$ cat src/rtl/u16u8_pkg.sv
// Shared types and constants for the UTF-16 to UTF-8 transcoder.
// No dependencies; used by u16u8_decode and utf16_to_utf8_transcoder.
`timescale 1ns / 1ps

package u16u8_pkg;

	// Status codes reported on the final result of a string
	localparam logic [1:0] STAT_OK    = 2'd0;
	localparam logic [1:0] STAT_INVAL = 2'd1;
	localparam logic [1:0] STAT_NUL   = 2'd2;
	localparam logic [1:0] STAT_LIMIT = 2'd3;

	// Surrogate ranges
	localparam logic [15:0] HI_SURR_LO = 16'hD800;
	localparam logic [15:0] HI_SURR_HI = 16'hDBFF;
	localparam logic [15:0] LO_SURR_LO = 16'hDC00;
	localparam logic [15:0] LO_SURR_HI = 16'hDFFF;

	// Scalar ranges for the UTF-8 length
	localparam logic [20:0] SUPP_BASE  = 21'h10000;
	localparam logic [20:0] MAX_1BYTE  = 21'h0007F;
	localparam logic [20:0] MAX_2BYTE  = 21'h007FF;
	localparam logic [20:0] MAX_3BYTE  = 21'h0FFFF;

	localparam logic [16:0] UNITS_MAX  = 17'h1FFFF;
	localparam logic [15:0] LIMIT_RST  = 16'd4096;

	// Per-string state carried between code units
	typedef struct packed {
		logic        high_pending;
		logic [9:0]  high_bits;
		logic [16:0] bytes_emitted;
		logic [16:0] units_seen;
		logic [1:0]  first_error;
	} str_state_t;

	// Everything one code unit produces
	typedef struct packed {
		logic [3:0][7:0] bytes;     // bytes[0] goes out first
		logic [2:0]      count;     // results to send, 0..4
		logic            has_bytes; // results carry data bytes
		logic            done;      // final result closes the string
		logic [1:0]      status;
	} dec_result_t;

endpackage

$ cat src/rtl/u16u8_decode.sv
// Combinational decode of one UTF-16 code unit against the string state.
// Joins surrogates, encodes UTF-8, tracks errors and limits. Uses u16u8_pkg.
`timescale 1ns / 1ps

module u16u8_decode (
	input  logic [15:0]             code_unit,
	input  logic                    string_start,
	input  logic                    string_last,
	input  logic [15:0]             byte_limit,
	input  u16u8_pkg::str_state_t   st,
	output u16u8_pkg::str_state_t   st_next,
	output u16u8_pkg::dec_result_t  res
);

	always_comb begin
		u16u8_pkg::str_state_t s;
		logic        have_scalar;
		logic [20:0] scalar;
		logic [2:0]  nbytes;
		logic [3:0][7:0] buf_b;
		logic [16:0] sum;

		s = st;
		have_scalar = 1'b0;
		scalar = '0;
		nbytes = 3'd0;
		buf_b = '0;
		sum = '0;

		// a start mark clears the string first
		if (string_start) begin
			s = '0;
		end

		if (s.units_seen < u16u8_pkg::UNITS_MAX) begin
			s.units_seen = s.units_seen + 17'd1;
		end

		// surrogate handling, only while the string is still clean
		if (s.first_error == u16u8_pkg::STAT_OK) begin
			if (s.high_pending) begin
				s.high_pending = 1'b0;
				if (code_unit inside {[u16u8_pkg::LO_SURR_LO:u16u8_pkg::LO_SURR_HI]}) begin
					scalar = {1'b0, s.high_bits, code_unit[9:0]} + u16u8_pkg::SUPP_BASE;
					have_scalar = 1'b1;
				end else begin
					s.first_error = u16u8_pkg::STAT_INVAL;
				end
				s.high_bits = '0;
			end else if (code_unit inside {[u16u8_pkg::HI_SURR_LO:u16u8_pkg::HI_SURR_HI]}) begin
				if (string_last) begin
					s.first_error = u16u8_pkg::STAT_INVAL;
				end else begin
					s.high_pending = 1'b1;
					s.high_bits = code_unit[9:0];
				end
			end else if (code_unit inside {[u16u8_pkg::LO_SURR_LO:u16u8_pkg::LO_SURR_HI]}) begin
				s.first_error = u16u8_pkg::STAT_INVAL;
			end else begin
				scalar = {5'd0, code_unit};
				have_scalar = 1'b1;
			end
		end

		// UTF-8 encode and output byte limit
		if (have_scalar) begin
			if (scalar == '0) begin
				s.first_error = u16u8_pkg::STAT_NUL;
			end else begin
				if (scalar <= u16u8_pkg::MAX_1BYTE) begin
					nbytes = 3'd1;
					buf_b[0] = scalar[7:0];
				end else if (scalar <= u16u8_pkg::MAX_2BYTE) begin
					nbytes = 3'd2;
					buf_b[0] = {3'b110, scalar[10:6]};
					buf_b[1] = {2'b10, scalar[5:0]};
				end else if (scalar <= u16u8_pkg::MAX_3BYTE) begin
					nbytes = 3'd3;
					buf_b[0] = {4'b1110, scalar[15:12]};
					buf_b[1] = {2'b10, scalar[11:6]};
					buf_b[2] = {2'b10, scalar[5:0]};
				end else begin
					nbytes = 3'd4;
					buf_b[0] = {5'b11110, scalar[20:18]};
					buf_b[1] = {2'b10, scalar[17:12]};
					buf_b[2] = {2'b10, scalar[11:6]};
					buf_b[3] = {2'b10, scalar[5:0]};
				end
				sum = s.bytes_emitted + {14'd0, nbytes};
				if (sum > {1'b0, byte_limit}) begin
					s.first_error = u16u8_pkg::STAT_LIMIT;
					nbytes = 3'd0;
				end
			end
		end

		// unit count over the limit overrides everything
		if (s.units_seen > {1'b0, byte_limit}) begin
			s.first_error = u16u8_pkg::STAT_LIMIT;
			nbytes = 3'd0;
		end

		s.bytes_emitted = s.bytes_emitted + {14'd0, nbytes};

		res.bytes     = buf_b;
		res.has_bytes = (nbytes != 3'd0);
		res.done      = string_last;
		res.status    = s.first_error;
		res.count     = (string_last && nbytes == 3'd0) ? 3'd1 : nbytes;

		st_next = string_last ? '0 : s;
	end

endmodule

$ cat src/rtl/utf16_to_utf8_transcoder.sv
// Top level: UTF-16 code units in, UTF-8 bytes and string status out.
// Depends on u16u8_pkg and u16u8_decode.
//
//   channel | handshake           | payload
//   --------+---------------------+-----------------------------------------------
//   in      | in_valid/in_ready   | code_unit, string_start, string_last
//   out     | out_valid/out_ready | out_byte, byte_valid, run_last, string_done, status
//   cfg     | cfg_valid/cfg_ready | byte_limit
//
// A code unit waits in the input register, is decoded into the result register, and
// leaves as 1 to 4 results at one per cycle while out_ready is high; the result
// register's single output byte per cycle sets the rate. Units with no result skip
// the result register. The next unit is decoded in the cycle the last result of the
// previous one transfers. Reset clears the string state and sets byte_limit to 4096.
// Stalls on out_ready hold the result register and back up into in_ready.
`timescale 1ns / 1ps

module utf16_to_utf8_transcoder (
	input  logic        clk,
	input  logic        arst_n,
	// input channel
	input  logic        in_valid,
	output logic        in_ready,
	input  logic [15:0] code_unit,
	input  logic        string_start,
	input  logic        string_last,
	// output channel
	output logic        out_valid,
	input  logic        out_ready,
	output logic [7:0]  out_byte,
	output logic        byte_valid,
	output logic        run_last,
	output logic        string_done,
	output logic [1:0]  status,
	// configuration channel
	input  logic        cfg_valid,
	output logic        cfg_ready,
	input  logic [15:0] byte_limit
);

	logic [15:0] limit_q;
	u16u8_pkg::str_state_t st_q, st_next;
	u16u8_pkg::dec_result_t dec_res;

	logic        v_s1;
	logic [15:0] unit_s1;
	logic        start_s1;
	logic        last_s1;

	logic        v_s2;
	u16u8_pkg::dec_result_t res_s2;
	logic [1:0]  idx_q;

	logic out_xfer;
	logic s2_free;
	logic advance;

	// configuration register
	assign cfg_ready = 1'b1;

	always_ff @(posedge clk or negedge arst_n) begin
		if (!arst_n) begin
			limit_q <= u16u8_pkg::LIMIT_RST;
		end else if (cfg_valid && cfg_ready) begin
			limit_q <= byte_limit;
		end
	end

	// handshake control
	assign out_xfer = v_s2 && out_ready;
	assign s2_free  = !v_s2 || (out_xfer && run_last);
	assign advance  = v_s1 && s2_free;
	assign in_ready = !v_s1 || advance;

	// input register
	always_ff @(posedge clk or negedge arst_n) begin
		if (!arst_n) begin
			v_s1 <= 1'b0;
		end else if (in_ready) begin
			v_s1 <= in_valid;
		end
	end

	always_ff @(posedge clk) begin
		if (in_ready && in_valid) begin
			unit_s1  <= code_unit;
			start_s1 <= string_start;
			last_s1  <= string_last;
		end
	end

	u16u8_decode u_decode (
		.code_unit    (unit_s1),
		.string_start (start_s1),
		.string_last  (last_s1),
		.byte_limit   (limit_q),
		.st           (st_q),
		.st_next      (st_next),
		.res          (dec_res)
	);

	// string state advances with each decoded unit
	always_ff @(posedge clk or negedge arst_n) begin
		if (!arst_n) begin
			st_q <= '0;
		end else if (advance) begin
			st_q <= st_next;
		end
	end

	// result register and byte serializer
	always_ff @(posedge clk or negedge arst_n) begin
		if (!arst_n) begin
			v_s2  <= 1'b0;
			idx_q <= '0;
		end else if (advance) begin
			v_s2  <= (dec_res.count != 3'd0);
			idx_q <= '0;
		end else if (out_xfer) begin
			if (run_last) begin
				v_s2 <= 1'b0;
			end
			idx_q <= idx_q + 2'd1;
		end
	end

	always_ff @(posedge clk) begin
		if (advance) begin
			res_s2 <= dec_res;
		end
	end

	// output fields
	assign out_valid   = v_s2;
	assign byte_valid  = res_s2.has_bytes;
	assign out_byte    = res_s2.has_bytes ? res_s2.bytes[idx_q] : 8'd0;
	assign run_last    = ({1'b0, idx_q} == (res_s2.count - 3'd1));
	assign string_done = res_s2.done && run_last;
	assign status      = string_done ? res_s2.status : u16u8_pkg::STAT_OK;

	// checks
	a_idx_in_range: assert property (@(posedge clk) disable iff (!arst_n)
		v_s2 |-> ({1'b0, idx_q} < res_s2.count))
		else $error("serializer index past byte count");

	a_status_only_final: assert property (@(posedge clk) disable iff (!arst_n)
		(out_valid && !byte_valid) |-> (string_done && run_last))
		else $error("status-only result that does not close a string");

	a_clear_after_last: assert property (@(posedge clk) disable iff (!arst_n)
		(advance && last_s1) |=> (st_q.units_seen == '0 && st_q.first_error == '0))
		else $error("string state not cleared after last unit");

	a_bytes_bounded: assert property (@(posedge clk) disable iff (!arst_n)
		st_q.bytes_emitted[16] == 1'b0)
		else $error("byte count beyond any limit");

endmodule

$ cat config.mk
export PLATFORM = sky130hd
export DESIGN_NAME = utf16_to_utf8_transcoder
export DESIGN_NICKNAME = d
export VERILOG_FILES = /design/src/rtl/u16u8_pkg.sv /design/src/rtl/u16u8_decode.sv /design/src/rtl/utf16_to_utf8_transcoder.sv
export SDC_FILE = /design/constraint.sdc
export NUM_CORES = 1
export LEC_CHECK = 0
export BUFFER_PORTS_ARGS = -buffer_cell sky130_fd_sc_hd__buf_2
export CORE_ASPECT_RATIO = 0.6
export CORE_MARGIN = 2
export CORE_UTILIZATION = 50
export DETAILED_ROUTE_END_ITERATION = 10
export PLACE_DENSITY = 0.68
export SYNTH_ARGS = -nofsm -noshare
export SYNTH_HDL_FRONTEND = slang
export SYNTH_SLANG_ARGS = --single-unit
$ cat constraint.sdc
create_clock -name clk -period 11.8 [get_ports clk]
set_input_delay 0.59 -clock clk [delete_from_list [all_inputs] [get_ports clk]]
set_output_delay 0.59 -clock clk [all_outputs]
set_load 0.01 [all_outputs]
==> impl_metrics.ini <==
[detailed_routing]
wl_met1_mm = 10.0
drtAntennaViolNets = 0
wl_met2_mm = 7.80
vias = 6267
drt_iter0_markers = 591
via_per_inst = 6.06
wl_per_cell_um = 19.2
drt_wl_total_mm = 19.9
drcViolationCount = 0
top_layer_used = met4
drtPass1Iterations = 5
wl_met3_mm = 1.89

[sta]
period_needed_ps = 7980
tns_ps = 0
clock_skew_ps = 14.2
fin_crit_sh_pct = 67.7
clock.fmax_mhz = 125
max_slew.worst_pin.slew_ps = 1000
relSlewSlack_pct = 33.3
rsz0062_at_grt = false
hold_viol_final = 0
setup_viol = 0
report.final.slew_viol_count = 0

[synthesis]
synthMuxAreaShare_pct = 3.50
synth_edf_count = 54
synth-main-ff-cell = dfrtp_1
syn_area_sq_um = 7540
synth_cells = 778
syn_avg_cell_area_sq_um = 9.69
synth_xor_area_share_pct = 4.07
async_flop_share_pct = 55.4
synth_compound_area_share_pct = 16.4
synth-seq-cells = 121
synthAdderAreaFrac_pct = 7.33
synth_top_family_by_area = simple AND/OR/NAND/NOR gates
synthSimpleGateAreaFrac_pct = 21.1
syn_nets = 860
synth-warning-count = 0
yosysSeqAreaShare_pct = 43.8
synth_cell_types = 88

[setup_path]
cp-startpoint = start_s1
cp_top_family = simple AND/OR/NAND/NOR gates
endpoint_kind = register
slowest_delay_ps = 760
cp.arrival_ps = 8290
cp_data_required_time_ps = 12110
crit_buf_inv = 2
path_class = reg2reg
rr_startpoint = start_s1
slowest_stage = a221oi_4
crit_fanout = 44
start_kind = register

[clock_network]
clk_latency_ps = 430
clkSinkCount = 121
cts_tree = yes
cts_hold_buf = 0
ctsResizeCount = 0
clk_path_buf_depth = 2
clkSlewWorstSetupHoldPaths_ps = 60
cts_inserted_buffers = 17
postCtsSetupRepairBufs = 0
htree_levels = 4
root_buffer = clkbuf_16

[worst_hold_path]
min_path_type = in2reg
min_from = code_unit[11]

[die]
rows = 34
ios = 55
die_h_um = 99.1
core_area_sq_um = 14600
die_width_um = 163
initial_core_util_pct = 51.5
die_area_sq_um = 16100

[placement]
port_buffers = 53
post-place-cells = 1002
routabilityCongestion = 0.920
hpwl_mm = 14.3

[layout]
syn_to_final_growth_pct = 13.2
finalNonFillerCells = 1034
final_nets = 905
antennaDiodeCount = 0
drive_gt1_share_pct = 16.1
nFillCells = 1273

[power]
leakage_nw = 3.62
finalPower_mw = 1.58
ir_drop_mv = 0.101
power_density_nw_per_um2 = 185

[global_route]
grt_pass1_wl_mm = 32.3
overflow = 0
grt_pass1_vias = 5945
antenna_found_initial = 0
grt_usage_pct = 26.1
grt_max_degree = 68

[run]
cap_viol_max_count = 0

[status]
status = completed
flip-flops by register name, summed over array words and instances (netlist names), 2 cells and up:
signal	count
st_q	47
res_s2	35
limit_q	16
unit_s1	16
idx_q	2
metrics by stage:
step	hold slack [ps]	instance area [sq um]	util [%]	worst slack, ps
after global routing	324	8540	58.3	3000
after CTS	330	8540	58.3	3870
after detailed placement	450	7940	54.3	3890
final	337	8540	58.3	3820
after global placement	447	7940	54.3	4180
after floorplan	294	7540	-	4810
layer usage:
metal,up-vias,GRT usage (%)
met2,302,35.5
met4,0,5.51
met1,3030,41.7
li1,2912,-
met3,23,6.55
met5,-,0
area by class of cell:
class	count	area, sq um	area share, %
Tap cell	198	248	2.90
Multi-Input combinational cell	587	3960	46.3
Inverter	39	146	1.72
Timing Repair Buffer	57	295	3.46
Clock inverter	15	166	1.95
Clock buffer	17	425	4.98
Sequential cell	121	3300	38.7
where the power goes:
part	leakage (nW)	switching [mW]	internal, mW
Clock	0.287	0.216	0.316
Combinational	1.97	0.272	0.177
Sequential	1.36	0.0750	0.527
Total	3.62	0.563	1.02
Yosys cell counts (3+ instances only):
master / number / area [sq um]
o41ai_1: 4 / 35.0
dfrtp_1: 66 / 1650
and3_1: 13 / 81.3
and4_1: 4 / 35.0
nand4_1: 9 / 56.3
and2_1: 12 / 75.1
nor2_1: 57 / 214
ha_1: 41 / 513
a31oi_1: 8 / 50.1
mux4_2: 7 / 158
o31ai_1: 13 / 97.6
inv_2: 6 / 22.5
nand3b_4: 3 / 60.1
a21o_1: 7 / 52.6
inv_1: 33 / 124
o22ai_1: 3 / 18.8
xnor2_1: 24 / 210
edfxtp_1: 54 / 1620
nand2b_1: 4 / 25.0
nor4_1: 4 / 25.0
a221oi_1: 3 / 26.3
nor3_1: 19 / 95.1
nor2_2: 3 / 18.8
nand2_1: 112 / 420
o21ai_1: 11 / 55.1
clkbuf_1: 19 / 71.3
nor2b_1: 18 / 113
o211ai_1: 4 / 30.0
a211oi_1: 4 / 30.0
o21a_1: 3 / 22.5
a21oi_1: 39 / 195
or3_1: 5 / 31.3
a22o_1: 12 / 105
xor2_1: 11 / 96.3
nand3_1: 19 / 95.1
buf_2: 7 / 35.0
o21ai_0: 52 / 260
mux2i_1: 5 / 50.1
cells by family (layout without fill, tap and decap cells):
group           count (synthesis)  count (layout)
compound gates                186             186
fa+ha+maj                      43              43
buf+inv                        70             128
flops                         121             121
simple gates                  306             306
mux                            16              16
other cells                     1               1
xor+xnor                       35              35
worst paths after layout:
kind	depth (start not counted)	slack [ps]	end
max	30	3820	st_q[33]
min	1	340	unit_s1[11]
max reg2reg	30	3820	st_q[33]
min reg2reg	2	460	st_q[19]
max in group asynchronous	2	10840	v_s1
min in group asynchronous	2	350	st_q[8]
layout by cell type (no fill, tap or decap), drive strengths merged, types with 17 or more instances in the layout:
master	netlist	routed
dfrtp	66	66
inv	39	45
nor3	20	20
ha	41	41
a21oi	41	41
edfxtp	54	54
nand3	20	20
nor2b	19	19
nor2	61	61
o21ai	64	64
nand2	113	113
buf	12	57
xnor2	24	24
clkbuf	19	17
No activity file was read; power rests on OpenSTA's default activity.
